`src/hdl/prdm_pkg.sv`:
```
// Shared types and constants of the PWM signal-strength duty monitor.
// Used by the channel interfaces, the controller, the datapath and the top level.
// Depends on nothing.
package prdm_pkg;

   localparam int CAPTURE_WIDTH_DEFAULT = 16;

   localparam int FIELD_W     = 16;
   localparam int TIME_W      = 32;
   localparam int DUTY_W      = 10;
   localparam int LEVEL_W     = 8;
   localparam int CSR_DATA_W  = 32;
   localparam int CSR_INDEX_W = 2;

   // Duty is scaled to thousandths; the quotient never exceeds 1000, so ten bits suffice.
   localparam int DUTY_SCALE = 1000;
   localparam int QUOT_BITS  = 10;
   localparam int STEP_W     = $clog2(QUOT_BITS);

   // Rounded division by ten of a value below 1029 as a multiply and shift.
   localparam int ROUND_BIAS  = 5;
   localparam int RECIP_TEN   = 205;
   localparam int RECIP_SHIFT = 11;
   localparam int LVL_SUM_W   = DUTY_W + 1;
   localparam int LVL_PROD_W  = LVL_SUM_W + 8;

   localparam logic [FIELD_W-1:0] MIN_PERIOD_RESET    = 16'd800;
   localparam logic [FIELD_W-1:0] MAX_PERIOD_RESET    = 16'd1200;
   localparam logic [TIME_W-1:0]  STALE_TIMEOUT_RESET = 32'd4500;

   typedef enum logic [1:0] {
      ACT_TICK    = 2'd0,
      ACT_CAPTURE = 2'd1,
      ACT_READ    = 2'd2,
      ACT_NONE    = 2'd3
   } action_type;

   typedef enum logic [CSR_INDEX_W-1:0] {
      CSR_MIN_PERIOD    = 2'd0,
      CSR_MAX_PERIOD    = 2'd1,
      CSR_STALE_TIMEOUT = 2'd2
   } csr_index_type;

   typedef enum logic [1:0] {
      ST_IDLE,
      ST_DIVIDE,
      ST_FINISH
   } state_type;

   typedef struct packed {
      logic tick;
      logic capture;
      logic start;
      logic step;
      logic finish;
   } cmd_type;

   typedef struct packed {
      logic out_full;
   } status_type;

endpackage

```
`src/hdl/prdm_req_if.sv`:
```
// Request channel: one word is a tick, a capture or a read request.
// Depends on prdm_pkg.
interface prdm_req_if;
   logic                           valid;
   logic                           ready;
   logic [1:0]                     action;
   logic [prdm_pkg::FIELD_W-1:0]   period_in;
   logic [prdm_pkg::FIELD_W-1:0]   high_in;

   modport source (output valid, output action, output period_in, output high_in,
                   input ready);
   modport sink   (input valid, input action, input period_in, input high_in,
                   output ready);
endinterface

```
`src/hdl/prdm_rsp_if.sv`:
```
// Response channel: one word per read request.
// Depends on prdm_pkg.
interface prdm_rsp_if;
   logic                                valid;
   logic                                ready;
   logic [prdm_pkg::TIME_W-1:0]         age_ms;
   logic [prdm_pkg::DUTY_W-1:0]         duty_ppt;
   logic                                fresh;
   logic signed [prdm_pkg::LEVEL_W-1:0] level_dbm;
   logic [prdm_pkg::TIME_W-1:0]         captures;

   modport source (output valid, output age_ms, output duty_ppt, output fresh,
                   output level_dbm, output captures, input ready);
   modport sink   (input valid, input age_ms, input duty_ppt, input fresh,
                   input level_dbm, input captures, output ready);
endinterface

```
`src/hdl/prdm_ctrl.sv`:
```
// Controller of the duty monitor: accepts request words and sequences the
// divider and the response register. Depends on prdm_pkg.
module prdm_ctrl (
   input  logic                 clock,
   input  logic                 reset,
   input  logic                 req_valid,
   input  logic [1:0]           req_action,
   output logic                 req_ready,
   input  prdm_pkg::status_type status,
   output prdm_pkg::cmd_type    cmd
);
   import prdm_pkg::*;

   state_type         state_ff, state_in;
   logic [STEP_W-1:0] step_ff, step_in;

   always_ff @(posedge clock) begin
      if (reset) begin
         state_ff <= ST_IDLE;
         step_ff  <= '0;
      end else begin
         state_ff <= state_in;
         step_ff  <= step_in;
      end
   end

   always_comb begin
      state_in  = state_ff;
      step_in   = step_ff;
      req_ready = 1'b0;
      cmd       = '0;
      unique case (state_ff)
         ST_IDLE: begin
            req_ready = 1'b1;
            if (req_valid) begin
               unique case (action_type'(req_action))
                  ACT_TICK:    cmd.tick = 1'b1;
                  ACT_CAPTURE: cmd.capture = 1'b1;
                  ACT_READ: begin
                     cmd.start = 1'b1;
                     step_in   = '0;
                     state_in  = ST_DIVIDE;
                  end
                  default: ;
               endcase
            end
         end
         ST_DIVIDE: begin
            cmd.step = 1'b1;
            if (step_ff == STEP_W'(QUOT_BITS - 1)) begin
               state_in = ST_FINISH;
            end else begin
               step_in = step_ff + 1'b1;
            end
         end
         ST_FINISH: begin
            // Hold the result until the response register has room.
            if (!status.out_full) begin
               cmd.finish = 1'b1;
               state_in   = ST_IDLE;
            end
         end
         default: state_in = ST_IDLE;
      endcase
   end

endmodule

```
`src/hdl/prdm_dp.sv`:
```
// Datapath of the duty monitor: settings, kept capture, time base, restoring
// divider for the duty and the response register. Depends on prdm_pkg.
module prdm_dp #(
   parameter int CAPTURE_WIDTH = prdm_pkg::CAPTURE_WIDTH_DEFAULT
) (
   input  logic                                clock,
   input  logic                                reset,
   input  logic                                csr_we,
   input  logic [prdm_pkg::CSR_INDEX_W-1:0]    csr_index,
   input  logic [prdm_pkg::CSR_DATA_W-1:0]     csr_wdata,
   input  logic [prdm_pkg::FIELD_W-1:0]        req_period_in,
   input  logic [prdm_pkg::FIELD_W-1:0]        req_high_in,
   input  prdm_pkg::cmd_type                   cmd,
   output prdm_pkg::status_type                status,
   input  logic                                rsp_ready,
   output logic                                rsp_valid,
   output logic [prdm_pkg::TIME_W-1:0]         rsp_age_ms,
   output logic [prdm_pkg::DUTY_W-1:0]         rsp_duty_ppt,
   output logic                                rsp_fresh,
   output logic signed [prdm_pkg::LEVEL_W-1:0] rsp_level_dbm,
   output logic [prdm_pkg::TIME_W-1:0]         rsp_captures
);
   import prdm_pkg::*;

   // Captures are masked to CAPTURE_WIDTH bits, and the fields carry 16 at most.
   localparam int KEEP_W = (CAPTURE_WIDTH < FIELD_W) ? CAPTURE_WIDTH : FIELD_W;
   localparam int DIVD_W = KEEP_W + QUOT_BITS;
   localparam int DSR_W  = KEEP_W + QUOT_BITS - 1;

   logic [FIELD_W-1:0] min_period_ff, max_period_ff;
   logic [TIME_W-1:0]  stale_timeout_ff;
   logic [TIME_W-1:0]  now_ff, last_time_ff, total_ff;
   logic [KEEP_W-1:0]  kept_period_ff, kept_high_ff;
   logic               have_ff;

   logic [DIVD_W-1:0]    rem_ff;
   logic [DSR_W-1:0]     dsr_ff;
   logic [QUOT_BITS-1:0] quo_ff;

   logic [KEEP_W-1:0]      cap_period, cap_high;
   logic                   cap_keep;
   logic [DIVD_W-1:0]      dividend;
   logic [TIME_W-1:0]      age;
   logic [DUTY_W-1:0]      duty;
   logic                   fresh;
   logic [LVL_SUM_W-1:0]   lvl_sum;
   logic [LVL_PROD_W-1:0]  lvl_prod;
   logic [LEVEL_W-1:0]     lvl_mag;

   function automatic logic in_window(input logic [FIELD_W-1:0] p,
                                      input logic [FIELD_W-1:0] lo,
                                      input logic [FIELD_W-1:0] hi);
      return (p >= lo) && (p <= hi);
   endfunction

   assign cap_period = req_period_in[KEEP_W-1:0];
   assign cap_high   = req_high_in[KEEP_W-1:0];
   assign cap_keep   = in_window(FIELD_W'(cap_period), min_period_ff, max_period_ff)
                       && (cap_high <= cap_period);

   // Rounded duty: (high * 1000 + period / 2) / period.
   assign dividend = DIVD_W'(DIVD_W'(kept_high_ff) * DIVD_W'(DUTY_SCALE))
                     + DIVD_W'(kept_period_ff >> 1);

   assign age   = now_ff - last_time_ff;
   assign duty  = (kept_period_ff == '0) ? '0 : DUTY_W'(quo_ff);
   assign fresh = have_ff
                  && in_window(FIELD_W'(kept_period_ff), min_period_ff, max_period_ff)
                  && (age <= stale_timeout_ff);

   assign lvl_sum  = LVL_SUM_W'(duty) + LVL_SUM_W'(ROUND_BIAS);
   assign lvl_prod = LVL_PROD_W'(lvl_sum) * LVL_PROD_W'(RECIP_TEN);
   assign lvl_mag  = LEVEL_W'(lvl_prod >> RECIP_SHIFT);

   assign status.out_full = rsp_valid;

   always_ff @(posedge clock) begin
      if (reset) begin
         min_period_ff    <= MIN_PERIOD_RESET;
         max_period_ff    <= MAX_PERIOD_RESET;
         stale_timeout_ff <= STALE_TIMEOUT_RESET;
      end else if (csr_we) begin
         unique case (csr_index_type'(csr_index))
            CSR_MIN_PERIOD:    min_period_ff    <= csr_wdata[FIELD_W-1:0];
            CSR_MAX_PERIOD:    max_period_ff    <= csr_wdata[FIELD_W-1:0];
            CSR_STALE_TIMEOUT: stale_timeout_ff <= csr_wdata[TIME_W-1:0];
            default: ;
         endcase
      end
   end

   always_ff @(posedge clock) begin
      if (reset) begin
         now_ff         <= '0;
         last_time_ff   <= '0;
         total_ff       <= '0;
         kept_period_ff <= '0;
         kept_high_ff   <= '0;
         have_ff        <= 1'b0;
      end else begin
         if (cmd.tick) begin
            now_ff <= now_ff + 1'b1;
         end
         if (cmd.capture && cap_keep) begin
            kept_period_ff <= cap_period;
            kept_high_ff   <= cap_high;
            last_time_ff   <= now_ff;
            total_ff       <= total_ff + 1'b1;
            have_ff        <= 1'b1;
         end
      end
   end

   // Restoring division, one quotient bit per step, most significant first.
   always_ff @(posedge clock) begin
      if (cmd.start) begin
         rem_ff <= dividend;
         dsr_ff <= {kept_period_ff, {(QUOT_BITS - 1){1'b0}}};
         quo_ff <= '0;
      end else if (cmd.step) begin
         if (rem_ff >= DIVD_W'(dsr_ff)) begin
            rem_ff <= rem_ff - DIVD_W'(dsr_ff);
            quo_ff <= {quo_ff[QUOT_BITS-2:0], 1'b1};
         end else begin
            quo_ff <= {quo_ff[QUOT_BITS-2:0], 1'b0};
         end
         dsr_ff <= dsr_ff >> 1;
      end
   end

   always_ff @(posedge clock) begin
      if (reset) begin
         rsp_valid <= 1'b0;
      end else if (cmd.finish) begin
         rsp_valid <= 1'b1;
      end else if (rsp_ready) begin
         rsp_valid <= 1'b0;
      end
   end

   always_ff @(posedge clock) begin
      if (cmd.finish) begin
         rsp_age_ms    <= age;
         rsp_duty_ppt  <= duty;
         rsp_fresh     <= fresh;
         rsp_level_dbm <= fresh ? -$signed(lvl_mag) : '0;
         rsp_captures  <= total_ff;
      end
   end

endmodule

```
`src/hdl/pwm_rssi_duty_monitor.sv`:
```
// PWM signal-strength duty monitor, top level.
// Ticks and captures are accepted while the controller is idle and leave it idle.
// A read holds the request channel: it is accepted as the divider is loaded, then
// ten restoring divide steps (one quotient bit each) run, and then the response
// register is loaded once no older word still waits there.
// Synchronous active-high reset restores the default window and timeout and
// clears the time base, the kept capture and the capture count.
module pwm_rssi_duty_monitor #(
   parameter int CAPTURE_WIDTH = prdm_pkg::CAPTURE_WIDTH_DEFAULT
) (
   input  logic                             clock,
   input  logic                             reset,
   prdm_req_if.sink                         req_chan,
   prdm_rsp_if.source                       rsp_chan,
   input  logic                             csr_we,
   input  logic [prdm_pkg::CSR_INDEX_W-1:0] csr_index,
   input  logic [prdm_pkg::CSR_DATA_W-1:0]  csr_wdata
);
   import prdm_pkg::*;

   cmd_type    cmd;
   status_type status;

   prdm_ctrl u_ctrl (
      .clock      (clock),
      .reset      (reset),
      .req_valid  (req_chan.valid),
      .req_action (req_chan.action),
      .req_ready  (req_chan.ready),
      .status     (status),
      .cmd        (cmd)
   );

   prdm_dp #(
      .CAPTURE_WIDTH (CAPTURE_WIDTH)
   ) u_dp (
      .clock              (clock),
      .reset              (reset),
      .csr_we             (csr_we),
      .csr_index          (csr_index),
      .csr_wdata          (csr_wdata),
      .req_period_in      (req_chan.period_in),
      .req_high_in        (req_chan.high_in),
      .cmd                (cmd),
      .status             (status),
      .rsp_ready          (rsp_chan.ready),
      .rsp_valid          (rsp_chan.valid),
      .rsp_age_ms         (rsp_chan.age_ms),
      .rsp_duty_ppt       (rsp_chan.duty_ppt),
      .rsp_fresh          (rsp_chan.fresh),
      .rsp_level_dbm      (rsp_chan.level_dbm),
      .rsp_captures       (rsp_chan.captures)
   );

endmodule

```
`src/flat_wrapper.sv`:
```
// flat-port wrapper written by rule: the top's interface ports become plain ports
module pwm_rssi_duty_monitor_flat import prdm_pkg::*;
#(
   parameter int CAPTURE_WIDTH = prdm_pkg::CAPTURE_WIDTH_DEFAULT
)
  (clock, reset, csr_we, csr_index, csr_wdata, req_chan_valid, req_chan_action, req_chan_period_in, req_chan_high_in, req_chan_ready, rsp_chan_valid, rsp_chan_age_ms, rsp_chan_duty_ppt, rsp_chan_fresh, rsp_chan_level_dbm, rsp_chan_captures, rsp_chan_ready);
  prdm_req_if req_chan_i ();
  prdm_rsp_if rsp_chan_i ();
  input  logic clock;
  input  logic reset;
  input  logic csr_we;
  input  logic [prdm_pkg::CSR_INDEX_W-1:0] csr_index;
  input  logic [prdm_pkg::CSR_DATA_W-1:0] csr_wdata;
  input wire logic [$bits(req_chan_i.valid)-1:0] req_chan_valid;
  input wire logic [$bits(req_chan_i.action)-1:0] req_chan_action;
  input wire logic [$bits(req_chan_i.period_in)-1:0] req_chan_period_in;
  input wire logic [$bits(req_chan_i.high_in)-1:0] req_chan_high_in;
  output wire logic [$bits(req_chan_i.ready)-1:0] req_chan_ready;
  output wire logic [$bits(rsp_chan_i.valid)-1:0] rsp_chan_valid;
  output wire logic [$bits(rsp_chan_i.age_ms)-1:0] rsp_chan_age_ms;
  output wire logic [$bits(rsp_chan_i.duty_ppt)-1:0] rsp_chan_duty_ppt;
  output wire logic [$bits(rsp_chan_i.fresh)-1:0] rsp_chan_fresh;
  output wire logic [$bits(rsp_chan_i.level_dbm)-1:0] rsp_chan_level_dbm;
  output wire logic [$bits(rsp_chan_i.captures)-1:0] rsp_chan_captures;
  input wire logic [$bits(rsp_chan_i.ready)-1:0] rsp_chan_ready;
  assign req_chan_i.valid = req_chan_valid;
  assign req_chan_i.action = req_chan_action;
  assign req_chan_i.period_in = req_chan_period_in;
  assign req_chan_i.high_in = req_chan_high_in;
  assign req_chan_ready = req_chan_i.ready;
  assign rsp_chan_valid = rsp_chan_i.valid;
  assign rsp_chan_age_ms = rsp_chan_i.age_ms;
  assign rsp_chan_duty_ppt = rsp_chan_i.duty_ppt;
  assign rsp_chan_fresh = rsp_chan_i.fresh;
  assign rsp_chan_level_dbm = rsp_chan_i.level_dbm;
  assign rsp_chan_captures = rsp_chan_i.captures;
  assign rsp_chan_i.ready = rsp_chan_ready;
  pwm_rssi_duty_monitor #(.CAPTURE_WIDTH(CAPTURE_WIDTH)) u_core (.clock(clock), .reset(reset), .req_chan(req_chan_i), .rsp_chan(rsp_chan_i), .csr_we(csr_we), .csr_index(csr_index), .csr_wdata(csr_wdata));
endmodule
```
`config.mk`:
```
export PLATFORM = sky130hd
export DESIGN_NAME = pwm_rssi_duty_monitor_flat
export DESIGN_NICKNAME = d
export VERILOG_FILES = /design/src/hdl/prdm_pkg.sv /design/src/hdl/prdm_req_if.sv /design/src/hdl/prdm_rsp_if.sv /design/src/hdl/prdm_ctrl.sv /design/src/hdl/prdm_dp.sv /design/src/hdl/pwm_rssi_duty_monitor.sv /design/src/flat_wrapper.sv
export SDC_FILE = /design/constraint.sdc
export NUM_CORES = 1
export LEC_CHECK = 0
export ABC_AREA = 1
export BUFFER_PORTS_ARGS = -buffer_cell sky130_fd_sc_hd__buf_2
export CORE_UTILIZATION = 40
export DETAILED_ROUTE_END_ITERATION = 12
export GPL_TIMING_DRIVEN = 0
export PLACE_DENSITY = 0.67
export SYNTH_ARGS = -nofsm -noshare
export SYNTH_HDL_FRONTEND = slang
export SYNTH_HIERARCHICAL = 1
export SYNTH_SLANG_ARGS = --single-unit
```
`constraint.sdc`:
```
create_clock -name clock -period 5.45 [get_ports clock]
set_clock_uncertainty 0.1 [all_clocks]
set_input_delay 1.09 -clock clock [delete_from_list [all_inputs] [get_ports clock]]
set_output_delay 1.09 -clock clock [all_outputs]
set_load 0.005 [all_outputs]
```
### Word level (Yosys, flattened, before mapping)

Index checks and enable logic that the tools add are counted.
Widths: inputs -> output; s select.

| word-level totals | value |
|---|---|
| bits in registers | 344 |
| bits in latches | 0 |
| RAM bits | 0 |
| memory bits (read-only) | 0 |
| input port bits | 73 |
| output and inout port bits | 85 |
| logic and storage cells | 97 |
| memories kept | 0 |

| cells by class | value |
|---|---|
| add/sub/neg operators | 8 |
| $mul | 2 |
| divide/modulo/power cells | 0 |
| $lt $le $gt $ge | 7 |
| equality and inequality tests | 12 |
| shift operators | 0 |
| muxes and demuxes | 27 |
| bitwise logic cells | 0 |
| reductions and logical operators | 20 |

Operator list:

| kind | number |
|---|---|
| $mux 26 | 3 |
| $add 32x1->32 const B | 2 |
| $mux 25 | 2 |
| $le 16x16->1 | 3 |
| $ge 16x16->1 | 2 |
| $le 32x32->1 | 1 |
| $sub 32x32->32 | 1 |
| $add 26x15->26 | 1 |
| $ge 26x25->1 | 1 |
| $sub 26x25->26 | 1 |
| $mul 16x7->23 const B | 1 |
| $mul 11x8->19 const B | 1 |
| $logic_not 16->1 | 1 |
| $mux 4 | 3 |
| $add 10x3->11 const B | 1 |
| $mux 1 | 10 |
| $mux 10 | 1 |
| $mux 2 | 4 |
| $ne 2x2->1 const B | 4 |
| $neg 8->8 | 1 |
| $pmux 4 s2 | 1 |
| $reduce_and 2->1 | 4 |
| $reduce_and 4->1 | 2 |
| $reduce_bool 2->1 | 4 |
| other kinds (9) | 21 |

### Logic depth before layout (Yosys ltp)

Gate-level depths: netlist of the first run.

| logic depth | value |
|---|---|
| word-level depth | 6 |
| mapped depth | 37 |
| mapped depth without buffers | 36 |

### Hierarchy

Netlist of the first run, hierarchy kept.

Modules (own cells, without submodules):

| module | times used | cells each | area each (µm²) | sequential area each (µm²) |
|---|---|---|---|---|
| prdm_dp | 1 | 2964 | 23854.1 | 8017.7 |
| prdm_ctrl | 1 | 58 | 377.9 | 120.1 |

### Least setup slack after synthesis of the first run

No wires, ideal clock.

| timing path | value |
|---|---|
| kind | reg2reg |
| from | reg u_core.u_dp.kept_period_ff[15] |
| to | reg u_core/u_dp/rsp_level_dbm[4] in the netlist's numbering, data pin |
| setup time | 257 ps |
| arrival | 5235 ps |
| data required time | 5093 ps |
| path slack | -142 ps |
| cell stages (with the launch flop) | 33 |
| path buffers | 1 |
| period minus slack after synthesis | 5592 ps |
| path through | dfxtp_1 > nor2_1 > nand2_1 > nor2_1 > nand2_2 > inv_2 > buf_2 > nor2_1 > ha_1 > inv_1 > nand2_2 > nand2_1 > nor3_1 > nand2_1 > xnor2_1 > ha_1 > inv_1 > fa_1 > inv_1 > fa_1 > fa_1 > ha_1 > a21oi_1 > o21a_1 > nand2_1 > nand2_1 > nand2_1 > inv_1 > ha_1 > inv_1 > nor3_1 > xor2_1 > nor2_1 |

| between the ends | value |
|---|---|
| longest elaborated chain between the ends | 5 |
| elaborated cells between the ends (all ways) | 10 |
| those cells by class | add/sub (2); mul (1); order compare (2); mux (1); reduce/logical (4) |

Ends and longest elaborated chain:

| what | line | source |
|---|---|---|
| from (decl) | prdm_dp.sv:33 | `logic [KEEP_W-1:0] kept_period_ff, kept_high_ff;` |
| from (signal assigned) | prdm_dp.sv:105 | `kept_period_ff <= cap_period;` |
| $logic_not 16->1 | prdm_dp.sv:66 | `assign duty = (kept_period_ff == '0) ? '0 : DUTY_W'(quo_ff);` |
| $mux 10 | prdm_dp.sv:66 |  |
| net u_core.u_dp.duty[0] | prdm_dp.sv:44 | `logic [DUTY_W-1:0] duty;` |
| $add 10x3->11 | prdm_dp.sv:71 | `assign lvl_sum = LVL_SUM_W'(duty) + LVL_SUM_W'(ROUND_BIAS);` |
| $mul 11x8->19 | prdm_dp.sv:72 | `assign lvl_prod = LVL_PROD_W'(lvl_sum) * LVL_PROD_W'(RECIP_TEN);` |
| $neg 8->8 | prdm_dp.sv:146 | `rsp_level_dbm <= fresh ? -$signed(lvl_mag) : '0;` |
| to (signal assigned) | prdm_dp.sv:146 |  |
| to (decl) | prdm_dp.sv:20 | `output logic signed [prdm_pkg::LEVEL_W-1:0] rsp_level_dbm,` |

The timed path passes the listed nets, and every way through them passes these cells.
A chain may end at the register's enable or synchronous reset.

### Final worst setup path of the first run

| timing path | value |
|---|---|
| from | reg u_core.u_dp.kept_period_ff[13] |
| to | reg u_core/u_dp/rsp_level_dbm[4] in the netlist's numbering, data pin |

Same word-level chain as after synthesis.

==> results of run 1 <==
[per-layer routing]
metal / wire, um / up-vias / share of wire [%] / global-route usage, %
li1: - / 10600 / - / -
met1: 31100 / 9799 / 46 / 29.1
met2: 31600 / 509 / 47 / 36.6
met3: 3020 / 117 / 4.4 / 2.79
met4: 2210 / 0 / 3.3 / 7.12
met5: 0 / - / 0 / 0
[cell type report]
class,count,area (um^2)
plain buffers,67,284
repair buffers,212,1220
flip-flops and latches,344,8210
multi-input cells,2140,14800
clock buffers,56,1160
well taps,773,967
inverters,471,1780
clock inverters,15,229
fillers,5769,30800
[registers in the layout (all words and copies together), names as in the netlist, 8 cells and up]
signal and flops:
u_core/u_dp/rsp_captures 32, u_core/u_dp/max_period_ff 16, u_core/u_dp/last_time_ff 32, u_core/u_dp/kept_high_ff 16
u_core/u_dp/quo_ff 10, u_core/u_dp/now_ff 32, u_core/u_dp/stale_timeout_ff 32, u_core/u_dp/dsr_ff 25
u_core/u_dp/rsp_duty_ppt 10, u_core/u_dp/rem_ff 26, u_core/u_dp/min_period_ff 16, u_core/u_dp/total_ff 32
u_core/u_dp/rsp_age_ms 32, u_core/u_dp/kept_period_ff 16, u_core/u_dp/rsp_level_dbm 8
[power groups by stage]
| stage | combinational [mW] | clock (mW) | sequential [mW] |
|---|---|---|---|
| after floorplan | 1.10 | 0 | 2.86 |
| after global placement | 1.49 | 0 | 2.87 |
| after detailed placement | 1.51 | 0 | 2.87 |
| after CTS | 1.62 | 2.90 | 2.81 |
| after global routing | 1.96 | 3.00 | 2.81 |
| final | 1.74 | 2.84 | 2.81 |
[what timing repair did]
item / in CTS / in global routing
pin swaps: 42 / 76
resized for setup: 111 / 86
setup endpoints to repair: 19 / 19
hold buffers: 0 / 0
setup buffers: 33 / 20
cloned: 0 / 0
[how the worst max path moves through the flow]
| stage | startpoint | endpoint | slack [ps] | cells after the start |
|---|---|---|---|---|
| global placement | u_core/u_ctrl/state_ff[1] | u_core/u_dp/rsp_level_dbm[7] | -1220 | 2 |
| detailed placement | u_core/u_dp/kept_period_ff[7] | u_core/u_dp/rsp_level_dbm[3] | -960 | 32 |
| global route | u_core/u_dp/kept_period_ff[13] | u_core/u_dp/rsp_level_dbm[4] | -350 | 30 |
| CTS | u_core/u_dp/kept_period_ff[12] | u_core/u_dp/rsp_level_dbm[4] | -200 | 30 |
| finish | u_core/u_dp/kept_period_ff[13] | u_core/u_dp/rsp_level_dbm[4] | -90 | 31 |
| floorplan | u_core/u_dp/kept_period_ff[15] | u_core/u_dp/rsp_level_dbm[4] | 30 | 31 |
[per-stage QoR]
stage	power, mW	setup TNS (ps)
final	7.39	-335
after floorplan	3.96	0
after CTS	7.33	-815
after global placement	4.37	-109570
after global routing	7.77	-1810
after detailed placement	4.38	-8620
[critical path, delay by kind of cell (launching register included)]
family / cells / cell delay [ps]
adder cells (fa/ha/maj): 6 / 2250
AND/OR/NAND/NOR: 14 / 1330
buffers and inverters: 7 / 440
XOR/XNOR: 2 / 400
flip-flops: 1 / 380
AO/OA/AOI/OAI: 2 / 360
[cells in the final DEF, fill, tap and decap left out, types with 22 or more instances in the layout]
| master | instances |
|---|---|
| a21oi_1 | 258 |
| nand4_1 | 40 |
| nand2_2 | 29 |
| buf_2 | 164 |
| o22ai_1 | 22 |
| xor2_1 | 57 |
| fa_1 | 76 |
| buf_4 | 55 |
| o21ai_0 | 218 |
| nand2_1 | 418 |
| nand3_1 | 71 |
| ha_1 | 268 |
| clkbuf_16 | 42 |
| nor2_1 | 319 |
| clkbuf_1 | 57 |
| xnor2_1 | 28 |
| edfxtp_1 | 125 |
| nor3_1 | 60 |
| dfxtp_1 | 196 |
| inv_1 | 448 |
[cell families (layout without fill, tap and decap cells)]
| logic type | Yosys count | in the layout | synth area share, % |
|---|---|---|---|
| xor gates and xnor gates | 100 | 100 | 3.82 |
| adders and majority gates | 364 | 364 | 21.1 |
| and+or+nand+nor | 1031 | 1031 | 18.3 |
| buffers and inverters | 538 | 821 | 8.42 |
| AOI/OAI and AO/OA | 645 | 645 | 14.7 |
| DFF | 344 | 344 | 33.6 |
==> flow_summary_export.csv, run 1 <==
group,metric,value,unit
synth,yosysMostFrequentCell,"inv_1",
cts,clockRootBuffer,"clkbuf_16",
placement,place_area,26100,um^2
routing,avgRoutedWirePerCell,16.7,um
critical_path,critPathMaxStageDelay,550,ps
floorplanning,die_h,248,um
critical_path,path_common_cell,"inv_2",
global_routing,overflow,0,
sta,drv_slew,0,
critical_path,critical_path_arrival,5750,ps
cts,cts.clk_slew.worst_paths,60,ps
final_layout,areaGrowthSynthToFinish,18.2,%
power,vdd_drop_max,0.214,mV
synth,ys_async_sr_fraction,0,%
synth,synth_cell_types,61,
global_routing,grtUsageTotal,21.9,%
global_routing,grt_antenna_before_repair,2,
floorplanning,io_pins,158,
power,p_int,5.11,mW
routing,ant_nets,0,
synth,synth_edf_count,125,
routing,num_vias,21000,
critical_path,crit_path_start_kind,"flop",
sta,fin_ws,-89.8,ps
floorplanning,std_cell_rows,89,
routing,initialDrtViolationCount,1309,
critical_path,r2r-end,"u_core/u_dp/rsp_level_dbm[4]",
synth,synth_ff_type,"dfxtp_1",
power,clkPwrFrac,38.5,%
critical_path,required,5660,ps
floorplanning,core_area,59500,um^2
sta,setup_violations,5,
sta,fmax,0.181,GHz
power,combPwrFrac,23.6,%
cts,tritoncts,"done",
cts,clk_path_buf_depth,3,
critical_path,r2r_slack,-90,ps
worst_hold_path,hp-class,"reg2reg",
critical_path,worstSetupEndpointType,"flop",
routing,drc,0,
routing,dr.pass1.iters,5,
placement,globalplace.congestion,0.957,
synth,synth-seq-area-share,33.6,%
critical_path,reg2reg_from,"u_core/u_dp/kept_period_ff[13]",
floorplanning,die_area,61600,um^2
power,swShare,30.8,%
critical_path,r2r_cells,31,
cts,clk_latency,590,ps
synth,synthCells,3022,
global_routing,grt_pass1_vias,20100,
critical_path,worst_path_max_delay_cell,"fa_1",
synth,synth_common_cells,"inv_1 (463), nand2_1 (439), nor2_1 (340)",
floorplanning,initial_core_util,40.8,%
synth,synth_area_leaders,"dfxtp_1 (18%), edfxtp_1 (15%), ha_1 (15%)",
critical_path,critPathMaxFanout,5,
placement,port-buffer-count,157,
routing,wirelength,68000,um
power,p_per_area,258,nW/um^2
synth,synth_top_cell_area_share,18.1,%
run,cap_violations,0,
sta,min_period,5540,ps
global_routing,grt_pass1_wl,106000,um
final_layout,antenna_cells,0,
synth,yosys_warnings,6,
final_layout,drive_above_1_share,15.0,%
sta,max_slew.worst_pin.slew,1230,ps
sta,rsz0062_at_grt,"true",
routing,vias_per_cell,5.16,
outcome,outcome,"finished, violations left",
power,p_leak,12.9,nW
final_layout,nNetsFinal,3712,
synth,syn_area,24200,um^2
synth,yosysTopAreaCell,"dfxtp_1",
sta,finalCritPeriodShare,102,%
worst_hold_path,whs_path_depth,2,
worst_hold_path,hp-start,"u_core/u_dp/stale_timeout_ff[19]",
sta,max_slew_margin,18.1,%
cts,cts.sinks,344,
final_layout,stdcell_count,4078,
synth,synth_area_per_cell,8.02,um^2
cts,numCtsBuffers,39,
synth,synth_seq_cells,344,
power,power.switching,2.28,mW
sta,whs,360,ps
power,p_seq_share,38.0,%
final_layout,fin_util,48.2,%
placement,dp_hpwl,52100,um
global_routing,grt_max_degree,36,
outcome,violations,"setup timing",
floorplanning,die_x,248,um
synth,synth_nets,3459,
worst_hold_path,min_to,"u_core/u_dp/stale_timeout_ff[19]",
critical_path,setup.worst_path.class,"reg2reg",
cts,htree_levels,2,
placement,preCtsSetupSlack,-959,ps
placement,dp.cells,3954,
final_layout,stdcell_area,28600,um^2
sta,hold_viol,0,
Power figures use the tool's default switching activity.
==> inputs of run 2 (changes only) <==
MAX_ROUTING_LAYER = met4   (was unset)
==> run 2 against run 1 <==
Against the previous run: the run still ends with setup timing left; count of clock-buffer cells in the layout shrank 5; sequential share of layout area down 0.27 points; final cell count increased by 0.47%; first-iteration DRC count fell by 1.6%.
==> flow_summary_export.csv, run 2 (same netlist as run 1, synthesis figures left out) <==
group,metric,value,unit
final_layout,layout_common_cells,"inv_1 (440), nand2_1 (416), nor2_1 (317), ha_1 (267), a21oi_1 (257)",
critical_path,r2r-end,"u_core/u_dp/rsp_level_dbm[4]",
sta,max_slew_margin,17.0,%
sta,hold_viol,0,
sta,max_slew.worst_pin.slew,1240,ps
critical_path,r2r_cells,32,
cts,numCtsBuffers,40,
run,cap_violations,0,
sta,finalCritPeriodShare,103,%
critical_path,worst_path_max_delay_cell,"fa_1",
floorplanning,core_area,59500,um^2
sta,fmax,0.177,GHz
power,p_leak,13.1,nW
routing,dr.pass1.iters,5,
critical_path,critical_path_arrival,5860,ps
final_layout,fin_util,48.6,%
global_routing,grtUsageTotal,22.8,%
critical_path,cp-startpoint,"u_core/u_dp/kept_period_ff[13]",
floorplanning,std_cell_rows,89,
worst_hold_path,hp-class,"reg2reg",
outcome,outcome,"finished, violations left",
cts,clk_path_buf_depth,3,
final_layout,fillers,5798,
power,vdd_drop_max,0.226,mV
cts,clk_latency,590,ps
global_routing,grt_pass1_vias,20200,
routing,vias_per_cell,5.16,
global_routing,grt_antenna_before_repair,2,
critical_path,required,5670,ps
critical_path,setup.worst_path.class,"reg2reg",
sta,fin_tns_setup,-796,ps
floorplanning,die_area,61600,um^2
critical_path,r2r_slack,-190,ps
sta,fin_ws,-186,ps
final_layout,areaGrowthSynthToFinish,19.4,%
placement,dp_hpwl,52500,um
floorplanning,die_h,248,um
critical_path,worstSetupEndpointType,"flop",
cts,hold_buffers,0,
global_routing,grt_max_degree,36,
routing,drc,0,
sta,setup_violations,5,
placement,port-buffer-count,157,
final_layout,nNetsFinal,3727,
floorplanning,io_pins,158,
critical_path,path_common_cell,"nand2_4",
sta,rsz0062_at_grt,"true",
power,p_per_area,259,nW/um^2
critical_path,crit_path_start_kind,"flop",
floorplanning,die_x,248,um
critical_path,reg2reg_from,"u_core/u_dp/kept_period_ff[13]",
global_routing,grt_pass1_wl,107000,um
critical_path,critPathMaxStageDelay,530,ps
final_layout,regArea,8210,um^2
critical_path,critPathMaxFanout,3,
final_layout,multi_input_area,14900,um^2
global_routing,overflow,0,
cts,clockRootBuffer,"clkbuf_16",
final_layout,layout_commonest_cell,"inv_1",
sta,min_period,5640,ps
cts,tritoncts,"done",
placement,globalplace.congestion,0.980,
sta,drv_slew,0,
outcome,violations,"setup timing",
routing,ant_nets,0,
routing,initialDrtViolationCount,1288,
routing,wirelength,68700,um
final_layout,drive_above_1_share,16.1,%
cts,cts.sinks,344,
routing,avgRoutedWirePerCell,16.8,um
cts,cts.clk_slew.worst_paths,60,ps
routing,num_vias,21200,
critical_path,crit_end,"u_core/u_dp/rsp_level_dbm[4]",
floorplanning,initial_core_util,40.8,%
cts,htree_levels,2,
[run 2: cell count changes in the layout (fill, tap and decap cells not counted), moves of 3 or more]
cell and delta:
buf_4 +13, nand3_2 +6, nand2_4 +4, nand3_1 -6, inv_1 -8, clkbuf_8 -3, inv_2 +6, clkinv_2 +4
dfxtp_2 -3
[run 2: worst min path at each step]
stage	start	to	slack [ps]	cells past startpoint
after floorplan	u_core/u_dp/dsr_ff[0]	u_core/u_dp/dsr_ff[0]	330	2
after global placement	u_core/u_dp/stale_timeout_ff[14]	u_core/u_dp/stale_timeout_ff[14]	350	2
after detailed placement	u_core/u_dp/stale_timeout_ff[14]	u_core/u_dp/stale_timeout_ff[14]	350	2
after CTS	u_core/u_dp/stale_timeout_ff[19]	u_core/u_dp/stale_timeout_ff[19]	360	2
after global routing	u_core/u_dp/stale_timeout_ff[30]	u_core/u_dp/stale_timeout_ff[30]	380	2
final	u_core/u_dp/stale_timeout_ff[18]	u_core/u_dp/stale_timeout_ff[18]	360	2
[run 2: timing repair]
item | CTS | global route
setup buffers | 42 | 26
resized for setup | 119 | 116
pin swaps | 39 | 84
endpoints found under the setup margin | 19 | 20
[run 2: stage by stage]
stage / area, um^2 / power, mW / setup WS, ps / hold slack [ps] / instances
2_1_floorplan: 24300 / 3.96 / 27.6 / 332 / 3022
3_3_place_gp: 26000 / 4.37 / -1250 / 348 / 3952
3_5_place_dp: 26100 / 4.38 / -1060 / 354 / 3954
4_1_cts: 28200 / 7.41 / -163 / 365 / 4070
5_1_grt: 28900 / 7.87 / -428 / 382 / 4097
6_report: 28900 / 7.48 / -186 / 361 / 4097
[run 2: critical path: cells and delay by family, from the launching register on]
family          cells  cell delay [ps]
buf+inv             7              420
flops               1              370
fa+ha+maj           6             2130
xor+xnor            1              170
compound gates      4              730
simple gates       14             1450
[run 2: cell type report]
type	instances	area share (%)
tap	773	3.34
timing repair buffer	226	4.61
buffer	67	0.982
sequential	344	28.4
clock inverter	23	1.09
multi-input combinational	2140	51.6
antenna	2	0.0173
clock buffer	51	3.82
inverter	471	6.16
[run 2: report_power, final]
group,switching (mW),internal [mW],total (mW)
sequential,0.0368,2.77,2.81
clock,1.19,1.71,2.90
combinational,1.11,0.661,1.77
total,2.34,5.14,7.48
[run 2: layer usage]
layer | GRT usage, % | up-vias | routed length (um)
met1 | 29.5 | 9894 | 31100
met3 | 2.97 | 116 | 3290
li1 | - | 10600 | -
met5 | - | - | 0
met4 | 7.39 | 0 | 2230
met2 | 36.8 | 503 | 32000
==> inputs of run 3 (changes only) <==
CTS_BUF_LIST = sky130_fd_sc_hd__clkbuf_4 sky130_fd_sc_hd__clkbuf_8 sky130_fd_sc_hd__clkbuf_16   (was unset)
==> run 3 against run 2 <==
Against the previous run: largest power group unchanged; the run still ends with setup timing left; utilization grew 0.057 points; largest cell class unchanged; highest routed layer unchanged; count of clock-buffer cells in the layout is the same; die area is the same; combinational power is essentially flat; first-iteration DRC count shrank 4.6%; flip-flop and latch count is the same; clock power grew 1%; global-route usage is essentially flat; wire length is essentially flat.
==> flow_summary_export.csv, run 3 (same netlist as run 1, synthesis figures left out) <==
group,metric,value,unit
outcome,outcome,"finished, violations left",
outcome,violations,"setup timing",
cts,hold_buffers,0,
sta,finalCritPeriodShare,103,%
floorplanning,die_x,248,um
critical_path,critical_path_arrival,5850,ps
sta,max_slew_margin,15.7,%
global_routing,grt_pass1_vias,20200,
critical_path,setup.worst_path.class,"reg2reg",
critical_path,worst_path_max_delay_cell,"fa_1",
floorplanning,die_h,248,um
placement,dp_hpwl,52500,um
critical_path,reg2reg_from,"u_core/u_dp/kept_period_ff[12]",
final_layout,nNetsFinal,3727,
placement,globalplace.congestion,0.980,
critical_path,required,5670,ps
worst_hold_path,whs_path_depth,2,
sta,setup_violations,5,
cts,clk_path_buf_depth,3,
routing,ant_nets,0,
critical_path,critPathMaxFanout,3,
sta,rsz0062_at_grt,"true",
critical_path,crit_path_start_kind,"flop",
global_routing,grt_pass1_wl,107000,um
final_layout,areaGrowthSynthToFinish,19.5,%
sta,fin_tns_setup,-767,ps
global_routing,grt_max_degree,36,
cts,clockRootBuffer,"clkbuf_16",
floorplanning,core_area,59500,um^2
power,p_total,7.51,mW
routing,vias_per_cell,5.14,
worst_hold_path,hp-start,"u_core/u_dp/stale_timeout_ff[19]",
run,cap_violations,0,
critical_path,r2r-end,"u_core/u_dp/rsp_level_dbm[4]",
final_layout,drive_above_1_share,16.3,%
critical_path,worstSetupEndpointType,"flop",
routing,dr.pass1.iters,9,
power,vdd_drop_max,0.236,mV
routing,drc,0,
worst_hold_path,min_to,"u_core/u_dp/stale_timeout_ff[19]",
cts,htree_levels,2,
power,p_per_area,260,nW/um^2
floorplanning,std_cell_rows,89,
cts,cts.clk_slew.worst_paths,60,ps
global_routing,grt_antenna_before_repair,2,
placement,port-buffer-count,157,
final_layout,layout_common_cells,"inv_1 (441), nand2_1 (416), nor2_1 (318), ha_1 (267), a21oi_1 (257)",
cts,numCtsBuffers,40,
critical_path,r2r_slack,-180,ps
placement,preCtsSetupSlack,-1060,ps
sta,fin_ws,-179,ps
routing,avgRoutedWirePerCell,16.8,um
critical_path,path_common_cell,"nand2_4",
critical_path,r2r_cells,32,
sta,max_slew.worst_pin.slew,1260,ps
routing,num_vias,21100,
sta,whs,361,ps
global_routing,overflow,0,
worst_hold_path,hp-class,"reg2reg",
global_routing,grtUsageTotal,22.8,%
cts,tritoncts,"done",
floorplanning,initial_core_util,40.8,%
final_layout,layout_commonest_cell,"inv_1",
routing,wirelength,68600,um
critical_path,critPathMaxStageDelay,530,ps
sta,fmax,0.178,GHz
routing,initialDrtViolationCount,1229,
floorplanning,die_area,61600,um^2
power,p_leak,13.1,nW
floorplanning,io_pins,158,
sta,drv_slew,0,
cts,clk_latency,590,ps
cts,cts.sinks,344,
sta,min_period,5630,ps
sta,hold_viol,0,
run 3: cell types whose count changed in the layout (fill, tap and decap cells not counted):
cell / change
nor2_1: +1
inv_2: -1
nand3_2: +1
nand3_1: -1
nand2_2: -1
inv_1: +1
nand2_4: +1
nor2_2: -1
clkbuf_4: +7
clkbuf_1: -7
run 3: how the worst max path moves through the flow:
stage	slack [ps]	endpoint	start	cells past startpoint
6_report	-180	u_core/u_dp/rsp_level_dbm[4]	u_core/u_dp/kept_period_ff[12]	32
5_1_grt	-430	u_core/u_dp/rsp_level_dbm[4]	u_core/u_dp/kept_period_ff[4]	31
4_1_cts	-160	u_core/u_dp/rsp_level_dbm[4]	u_core/u_dp/kept_period_ff[12]	32
3_5_place_dp	-1060	u_core/u_dp/rsp_level_dbm[3]	u_core/u_dp/kept_period_ff[7]	30
3_3_place_gp	-1250	u_core/u_dp/rsp_level_dbm[7]	u_core/u_ctrl/state_ff[1]	2
2_1_floorplan	30	u_core/u_dp/rsp_level_dbm[4]	u_core/u_dp/kept_period_ff[15]	31
run 3: worst max-delay path: cells and delay by family (launching register included):
kind	cells	cell delay [ps]
AND/OR/NAND/NOR	14	1450
buffers and inverters	7	420
flip-flops	1	370
adder cells (fa/ha/maj)	6	2130
XOR/XNOR	1	170
AO/OA/AOI/OAI	4	730
run 3: through the flow:
stage	instance area [um^2]	cells	util, %
after floorplan	24300	3022	-
after global placement	26000	3952	43.7
after detailed placement	26100	3954	43.8
after CTS	28200	4070	47.4
after global routing	29000	4097	48.7
final	29000	4097	48.7
run 3: timing repair:
action	in CTS	in global routing
setup buffers	42	26
endpoints found under the hold margin	0	0
resized for setup	119	116
pin swaps	39	85
setup endpoints to repair	19	20
run 3: cell type report:
type / instances / area [um^2]
multi-input cells: 2140 / 14900
inverters: 471 / 1780
flip-flops and latches: 344 / 8210
clock inverters: 23 / 315
repair buffers: 226 / 1330
diodes: 2 / 5.00
plain buffers: 67 / 284
clock buffers: 51 / 1130
well taps: 773 / 967
fillers: 5792 / 30500
run 3: routing by layer:
| metal | track usage [%] | vias up | wire length, um |
|---|---|---|---|
| met2 | 36.8 | 480 | 32000 |
| li1 | - | 10600 | - |
| met1 | 29.5 | 9809 | 31200 |
| met4 | 7.39 | 0 | 2250 |
| met3 | 2.97 | 124 | 3190 |
| met5 | - | - | 0 |
run 3: power by group:
part           internal [mW]  switching (mW)
Combinational          0.659            1.11
Clock                   1.74            1.20
Sequential              2.77          0.0367
Total                   5.17            2.35
